File: src/rtl/rsw_pkg.sv
// shared types and constants of the row split write address generator
package rsw_pkg;

  localparam int unsigned MaxSegments = 16;
  localparam int unsigned SegW        = $clog2(MaxSegments);

  // configuration register indexes
  typedef enum logic [2:0] {
    CFG_ROWS_PER_TILE        = 3'd0,
    CFG_OUTPUT_PAGES_PER_ROW = 3'd1,
    CFG_ELEMENT_BYTES        = 3'd2,
    CFG_INPUT_BLOCK_COLS     = 3'd3,
    CFG_OUTPUT_BLOCK_COLS    = 3'd4,
    CFG_UNPADDED_COLS        = 3'd5,
    CFG_FIRST_PAGE_INDEX     = 3'd6,
    CFG_FIRST_PAGE_COLS_DONE = 3'd7
  } cfg_reg_e;

  localparam int unsigned CfgIdxW  = 3;
  localparam int unsigned CfgDataW = 16;

  typedef struct packed {
    logic [5:0]  rows_per_tile;
    logic [15:0] output_pages_per_row;
    logic [3:0]  element_bytes;
    logic [12:0] input_block_cols;
    logic [12:0] output_block_cols;
    logic [12:0] unpadded_cols;
    logic [15:0] first_page_index;
    logic [11:0] first_page_cols_done;
  } cfg_t;

  typedef struct packed {
    logic [31:0] read_base;
    logic [15:0] block_index;
    logic [4:0]  row_in_tile;
  } in_t;

  typedef struct packed {
    logic [31:0] source_address;
    logic [31:0] page_id;
    logic [14:0] page_byte_offset;
    logic [15:0] byte_count;
    logic        last;
    logic        truncated;
  } out_t;

  // per-row context handed from the arithmetic pipeline to the emitter
  typedef struct packed {
    logic [31:0] src;
    logic [31:0] page;
    logic [12:0] left;
    logic [12:0] room;
    logic [14:0] offset;
  } row_t;

endpackage

File: src/rtl/rsw_row_pipe.sv
// four-stage pipeline computing the source address, first page, first segment room and offset of a row
module rsw_row_pipe (
  input  logic          clk_i,
  input  logic          rst_ni,
  input  rsw_pkg::cfg_t cfg_i,
  input  logic          in_valid_i,
  output logic          in_ready_o,
  input  rsw_pkg::in_t  in_data_i,
  output logic          row_valid_o,
  input  logic          row_ready_i,
  output rsw_pkg::row_t row_o
);

  logic v1_q, v2_q, v3_q, v4_q;
  logic adv1, adv2, adv3, adv4;

  // stage 1 payload
  logic [31:0] base1_q;
  logic [4:0]  row1_q;
  logic [17:0] rc1_q;
  logic [21:0] bk1_q;
  // stage 2 payload
  logic [31:0] base2_q;
  logic [21:0] soff2_q;
  logic [22:0] rd2_q;
  // stage 3 payload
  logic [31:0] src3_q;
  logic [31:0] pm3_q;
  // stage 4 payload
  rsw_pkg::row_t row4_q;

  logic [12:0] page_cols;
  logic [12:0] fpcd_ext;
  logic [15:0] off_full;
  logic [38:0] pm_full;

  assign adv4 = !v4_q || row_ready_i;
  assign adv3 = !v3_q || adv4;
  assign adv2 = !v2_q || adv3;
  assign adv1 = !v1_q || adv2;
  assign in_ready_o = adv1;

  assign page_cols = (cfg_i.output_block_cols == '0) ? 13'd1 : cfg_i.output_block_cols;
  assign fpcd_ext  = {1'b0, cfg_i.first_page_cols_done};
  assign off_full  = 16'(cfg_i.first_page_cols_done * cfg_i.element_bytes);
  assign pm_full   = 39'(rd2_q * cfg_i.output_pages_per_row);

  always_ff @(posedge clk_i or negedge rst_ni) begin
    if (!rst_ni) begin
      v1_q <= 1'b0;
      v2_q <= 1'b0;
      v3_q <= 1'b0;
      v4_q <= 1'b0;
    end else begin
      if (adv1) v1_q <= in_valid_i;
      if (adv2) v2_q <= v1_q;
      if (adv3) v3_q <= v2_q;
      if (adv4) v4_q <= v3_q;
    end
  end

  always_ff @(posedge clk_i) begin
    if (adv1) begin
      base1_q <= in_data_i.read_base;
      row1_q  <= in_data_i.row_in_tile;
      rc1_q   <= 18'(in_data_i.row_in_tile * cfg_i.input_block_cols);
      bk1_q   <= 22'(in_data_i.block_index * cfg_i.rows_per_tile);
    end
    if (adv2) begin
      base2_q <= base1_q;
      soff2_q <= 22'(rc1_q * cfg_i.element_bytes);
      rd2_q   <= 23'(bk1_q) + 23'(row1_q);
    end
    if (adv3) begin
      src3_q <= base2_q + 32'(soff2_q);
      pm3_q  <= pm_full[31:0];
    end
    if (adv4) begin
      row4_q.src    <= src3_q;
      row4_q.page   <= pm3_q + 32'(cfg_i.first_page_index);
      row4_q.left   <= cfg_i.unpadded_cols;
      // first page already full: first segment is not bounded by the page
      row4_q.room   <= (fpcd_ext < page_cols) ? (page_cols - fpcd_ext)
                                              : cfg_i.unpadded_cols;
      row4_q.offset <= off_full[14:0];
    end
  end

  assign row_valid_o = v4_q;
  assign row_o       = row4_q;

endmodule

File: src/rtl/rsw_seg_emit.sv
// splits one row into page segments, one descriptor per cycle while the output is not stalled, into an output register
module rsw_seg_emit (
  input  logic          clk_i,
  input  logic          rst_ni,
  input  rsw_pkg::cfg_t cfg_i,
  input  logic          row_valid_i,
  output logic          row_ready_o,
  input  rsw_pkg::row_t row_i,
  output logic          out_valid_o,
  input  logic          out_ready_i,
  output rsw_pkg::out_t out_data_o
);

  logic                     busy_q, busy_d;
  logic                     out_valid_q, out_valid_d;
  logic [31:0]              src_q, src_d;
  logic [31:0]              page_q, page_d;
  logic [12:0]              left_q, left_d;
  logic [12:0]              room_q, room_d;
  logic [14:0]              off_q, off_d;
  logic [rsw_pkg::SegW-1:0] seg_q, seg_d;
  rsw_pkg::out_t            out_q;

  logic        emit, load, seg_end;
  logic [12:0] cols, left_n;
  logic [16:0] bytes;

  always_comb begin
    emit    = busy_q && (!out_valid_q || out_ready_i);
    cols    = (left_q < room_q) ? left_q : room_q;
    bytes   = 17'(cols * cfg_i.element_bytes);
    left_n  = left_q - cols;
    seg_end = (left_n == '0) || (seg_q == rsw_pkg::SegW'(rsw_pkg::MaxSegments - 1));
    row_ready_o = !busy_q || (emit && seg_end);
    load    = row_valid_i && row_ready_o;
  end

  always_comb begin
    busy_d = busy_q;
    src_d  = src_q;
    page_d = page_q;
    left_d = left_q;
    room_d = room_q;
    off_d  = off_q;
    seg_d  = seg_q;
    if (emit) begin
      src_d  = src_q + 32'(bytes);
      page_d = page_q + 32'd1;
      left_d = left_n;
      room_d = (cfg_i.output_block_cols == '0) ? 13'd1 : cfg_i.output_block_cols;
      off_d  = '0;
      seg_d  = seg_q + 1'b1;
      if (seg_end) busy_d = 1'b0;
    end
    if (load) begin
      // a row with no valid columns is dropped here
      busy_d = (row_i.left != '0);
      src_d  = row_i.src;
      page_d = row_i.page;
      left_d = row_i.left;
      room_d = row_i.room;
      off_d  = row_i.offset;
      seg_d  = '0;
    end
    out_valid_d = emit ? 1'b1 : (out_ready_i ? 1'b0 : out_valid_q);
  end

  always_ff @(posedge clk_i or negedge rst_ni) begin
    if (!rst_ni) begin
      busy_q      <= 1'b0;
      out_valid_q <= 1'b0;
      seg_q       <= '0;
    end else begin
      busy_q      <= busy_d;
      out_valid_q <= out_valid_d;
      seg_q       <= seg_d;
    end
  end

  always_ff @(posedge clk_i) begin
    src_q  <= src_d;
    page_q <= page_d;
    left_q <= left_d;
    room_q <= room_d;
    off_q  <= off_d;
    if (emit) begin
      out_q.source_address   <= src_q;
      out_q.page_id          <= page_q;
      out_q.page_byte_offset <= off_q;
      out_q.byte_count       <= bytes[15:0];
      out_q.last             <= seg_end;
      out_q.truncated        <= seg_end && (left_n != '0);
    end
  end

  assign out_valid_o = out_valid_q;
  assign out_data_o  = out_q;

  a_trunc_on_last: assert property (@(posedge clk_i) disable iff (!rst_ni)
    out_valid_q && out_q.truncated |-> out_q.last)
    else $error("truncated flag on a non-final segment");

  a_busy_has_cols: assert property (@(posedge clk_i) disable iff (!rst_ni)
    busy_q |-> left_q != '0)
    else $error("emitter busy with no columns left");

  a_later_offset_zero: assert property (@(posedge clk_i) disable iff (!rst_ni)
    emit && !seg_end |=> busy_q && off_q == '0)
    else $error("later segment does not start at page offset zero");

  a_no_overrun: assert property (@(posedge clk_i) disable iff (!rst_ni)
    emit && seg_q == rsw_pkg::SegW'(rsw_pkg::MaxSegments - 1) |-> seg_end)
    else $error("run exceeds segment cap");

endmodule

File: src/rtl/row_split_write_address_generator.sv
// top level: configuration registers, row arithmetic pipeline and segment emitter
//
// Each accepted transaction is one row request; the block answers with a run of
// write descriptors, one per output page the row's unpadded columns touch, capped
// at rsw_pkg::MaxSegments with the truncated flag set on the final descriptor of a
// cut run. A row with zero unpadded columns yields no descriptors. The row first
// passes a four-stage arithmetic pipeline (address and page products), then the
// segment emitter, which writes each descriptor into the output register. The
// emitter sends one descriptor per cycle while the output is not stalled and
// loads the next row on the cycle of the current row's last descriptor.
// Configuration registers are written through a plain write port and
// must only change while no row is in flight.
module row_split_write_address_generator (
  input  logic                            clk_i,
  input  logic                            rst_ni,
  input  logic                            cfg_we_i,
  input  logic [rsw_pkg::CfgIdxW-1:0]     cfg_idx_i,
  input  logic [rsw_pkg::CfgDataW-1:0]    cfg_wdata_i,
  input  logic                            in_valid_i,
  output logic                            in_ready_o,
  input  rsw_pkg::in_t                    in_data_i,
  output logic                            out_valid_o,
  input  logic                            out_ready_i,
  output rsw_pkg::out_t                   out_data_o
);

  rsw_pkg::cfg_t     cfg_q;
  rsw_pkg::cfg_reg_e cfg_sel;

  logic          row_valid, row_ready;
  rsw_pkg::row_t row;

  assign cfg_sel = rsw_pkg::cfg_reg_e'(cfg_idx_i);

  // configuration registers, low bits of the write data kept
  always_ff @(posedge clk_i or negedge rst_ni) begin
    if (!rst_ni) begin
      cfg_q.rows_per_tile        <= 6'd32;
      cfg_q.output_pages_per_row <= 16'd1;
      cfg_q.element_bytes        <= 4'd2;
      cfg_q.input_block_cols     <= 13'd32;
      cfg_q.output_block_cols    <= 13'd32;
      cfg_q.unpadded_cols        <= 13'd32;
      cfg_q.first_page_index     <= 16'd0;
      cfg_q.first_page_cols_done <= 12'd0;
    end else if (cfg_we_i) begin
      unique case (cfg_sel)
        rsw_pkg::CFG_ROWS_PER_TILE:        cfg_q.rows_per_tile        <= cfg_wdata_i[5:0];
        rsw_pkg::CFG_OUTPUT_PAGES_PER_ROW: cfg_q.output_pages_per_row <= cfg_wdata_i;
        rsw_pkg::CFG_ELEMENT_BYTES:        cfg_q.element_bytes        <= cfg_wdata_i[3:0];
        rsw_pkg::CFG_INPUT_BLOCK_COLS:     cfg_q.input_block_cols     <= cfg_wdata_i[12:0];
        rsw_pkg::CFG_OUTPUT_BLOCK_COLS:    cfg_q.output_block_cols    <= cfg_wdata_i[12:0];
        rsw_pkg::CFG_UNPADDED_COLS:        cfg_q.unpadded_cols        <= cfg_wdata_i[12:0];
        rsw_pkg::CFG_FIRST_PAGE_INDEX:     cfg_q.first_page_index     <= cfg_wdata_i;
        rsw_pkg::CFG_FIRST_PAGE_COLS_DONE: cfg_q.first_page_cols_done <= cfg_wdata_i[11:0];
        default: ;
      endcase
    end
  end

  // row arithmetic: source address, first page id, first segment room and offset
  rsw_row_pipe u_pipe (
    .clk_i       (clk_i),
    .rst_ni      (rst_ni),
    .cfg_i       (cfg_q),
    .in_valid_i  (in_valid_i),
    .in_ready_o  (in_ready_o),
    .in_data_i   (in_data_i),
    .row_valid_o (row_valid),
    .row_ready_i (row_ready),
    .row_o       (row)
  );

  // segment split and output register
  rsw_seg_emit u_emit (
    .clk_i       (clk_i),
    .rst_ni      (rst_ni),
    .cfg_i       (cfg_q),
    .row_valid_i (row_valid),
    .row_ready_o (row_ready),
    .row_i       (row),
    .out_valid_o (out_valid_o),
    .out_ready_i (out_ready_i),
    .out_data_o  (out_data_o)
  );

endmodule
File: config.mk
export PLATFORM = sky130hd
export DESIGN_NAME = row_split_write_address_generator
export DESIGN_NICKNAME = d
export VERILOG_FILES = /design/src/rtl/rsw_pkg.sv /design/src/rtl/rsw_row_pipe.sv /design/src/rtl/rsw_seg_emit.sv /design/src/rtl/row_split_write_address_generator.sv
export SDC_FILE = /design/constraint.sdc
export NUM_CORES = 2
export LEC_CHECK = 0
export ABC_AREA = 1
export BUFFER_PORTS_ARGS = -buffer_cell sky130_fd_sc_hd__buf_2
export CAP_MARGIN = 20
export CORE_AREA = 2 2 382 384
export DETAILED_ROUTE_END_ITERATION = 16
export DIE_AREA = 0 0 384 386
export PLACE_DENSITY = 0.6
export SYNTH_ARGS = -nofsm -noshare
export SYNTH_HDL_FRONTEND = slang
export SYNTH_HIERARCHICAL = 1
export SYNTH_SLANG_ARGS = --single-unit
File: constraint.sdc
create_clock -name clk_i -period 16.31 [get_ports clk_i]
set_clock_uncertainty 0.2 [all_clocks]
set_input_delay 3.262 -clock clk_i [delete_from_list [all_inputs] [get_ports clk_i]]
set_output_delay 3.262 -clock clk_i [all_outputs]
set_load 0.005 [all_outputs]
==> qor.csv <==
metric,value,unit
die width,384,um
vias in the first global route,37200,
area grow syn2layout,10.3,%
Setup TNS,0,ns
final count of pins violating max slew,0,
TritonCTS clock tree,built,
Crit-path slowest cell,nand2_4,
crit path max fanout,97,
Mapped Area,0.0503,mm^2
initial antenna violation count,9,
Post-synth EDFFs,525,
largest net degree at the start of global routing,98,
RSZ-0062 raised after global routing,no,
count of max-cap constraint violations,0,
Remaining DRCs,0,
Clock Sinks,628,
# Post-CTS Setup Buffers,0,
Worst Path Required,12.85,ns
DRT antenna net count,0,
GR Layer Usage met3,2.44,%
fin cells,7820,
status,completed,
DR iter-0 viols,2496,
f_max,88.2,MHz
Post-synth top flop,edfxtp_1,
Clock Tree Root,clkbuf_16,
synthesized area per cell,8.75,um^2
die area,0.148,mm^2
synth warn,6,
Post-synth ARST share,16.4,%
die height,386,um
M1 GR Usage,24.1,%
GR Overflow Total,0,
WHS,0.211,ns
sequential share of the synthesized area,36.5,%
drt pass-1 iters,6,
num rows,140,
Top Ports,176,
H-tree Lvls,3,
fin crit period,11.33,ns
Slew HR,27.5,%
most crowded layer after global routing,met2,
clock buffer count from CTS,73,
crit-path max cell delay,0.71,ns
critical path arrival,7.87,ns
WL/cell,16.2,um
CP bufs+invs,6,
startpoint types,flip-flop,
Tightest Hold Check Type,reg -> reg,
DR vias/cell,4.73,
GRT met2 Usage,28.0,%
syn_nets,6561,
clk slew on worst S/H paths,0.06,ns
crit-path leading delay family,simple AND/OR/NAND/NOR gates,
Mapped Cells,5743,
worst-margin pin slew,1.09,ns
port buffer count,175,
hpwl dp,98500,um
final net count,6658,
Setup CP Type,reg -> out,
Setup Viol. Count Final,0,
"Hold Violations, Final",0,
Final period util,69.5,%
max reg flops,105,
clk_lat worst skew,0.63,ns
first-pass GRT wire length,203000,um
Starting Density,34.8,%
GRT Overall Usage,17.2,%
Core Area,0.145,mm^2
Post-Place Cells,7679,
CTS Buffer Depth,3,
WL final,126000,um
CTS resizes,0,
layout cells sized above 1,6.80,%
critical path endpoint category,primary output,
vias,37000,
"commonest non-fill, non-tap cell in the layout",nand2_1,
Cell variety after synth,58,
synthesized flop and latch total,628,
cell repeated most along the worst path,nor2_1,
"commonest cells after routing, fill and taps aside","1,772 x nand2_1, 1,048 x inv_1, 525 x edfxtp_1, 443 x fa_1, 314 x nand3_1",
cts hold-fix bufs,0,
GPL Wtd Cong,0.902,
-- routing by layer --
metal	vias to the layer above	routed length, um
li1	18100	-
met1	17900	59700
met2	857	57900
met3	152	6210
met4	8	2460
met5	-	48
-- area by class of cell --
cell class              count  area [um^2]
fillers                 14600        89100
multi-input cells        3880        27200
flip-flops and latches    628        18400
inverters                1065         4000
well taps                1917         2400
clock buffers              92         1970
repair buffers            192         1070
clock inverters            43          479
diodes                      3         7.51
-- per-stage QoR --
step | utilization (%) | cell area (um^2) | worst slack (ns)
after global placement | 36.6 | 52900 | 5.49
after detailed placement | 36.6 | 52900 | 5.39
final | 38.4 | 55400 | 4.98
after CTS | 38.3 | 55300 | 4.81
after floorplan | - | 50300 | 1.42
after global routing | 38.4 | 55400 | 4.18
-- path summary, 6_finish.rpt --
kind / depth (start not counted) / to / startpoint / slack, ns
setup / recovery: 31 / in_ready_o / u_emit/left_q[12]$_DFFE_PP_ / 4.98
hold / removal: 0 / u_pipe/base2_q[22]$_DFFE_PP_ / u_pipe/base1_q[22]$_DFFE_PP_ / 0.21
setup reg to reg: 31 / u_pipe/soff2_q[17]$_DFFE_PP_ / u_emit/left_q[12]$_DFFE_PP_ / 8.03
hold reg to reg: 0 / u_pipe/base2_q[22]$_DFFE_PP_ / u_pipe/base1_q[22]$_DFFE_PP_ / 0.21
max in group asynchronous: 2 / cfg_q[54]$_DFFE_PN0P_ / rst_ni / 12.10
min in group asynchronous: 1 / cfg_q[70]$_DFFE_PN0P_ / rst_ni / 2.43
-- Yosys cell counts (all sizes together) (56+ instances only) --
cell type	count	area share, %
xnor2	56	0.98
xor2	174	3.0
nand3	319	3.2
clkbuf	119	0.89
edfxtp	525	31
fa	443	18
o21ai	101	1.1
ha	298	7.4
a21oi	200	2.0
dfrtp	97	4.8
nand2	1793	14
inv	1061	7.9
nor2	293	2.3
-- cell families after synthesis --
family	Yosys count	share of synthesized area, %
xor gates and xnor gates	230	4.01
buffers and inverters	1235	9.49
muxes	1	0.0199
AOI/OAI and AO/OA	369	4.12
DFF	628	36.5
and+or+nand+nor	2539	20.8
adders and majority gates	741	25.1
Power is not shown: default switching activity piles up to over one toggle a cycle in this logic, so the estimate is an artifact.
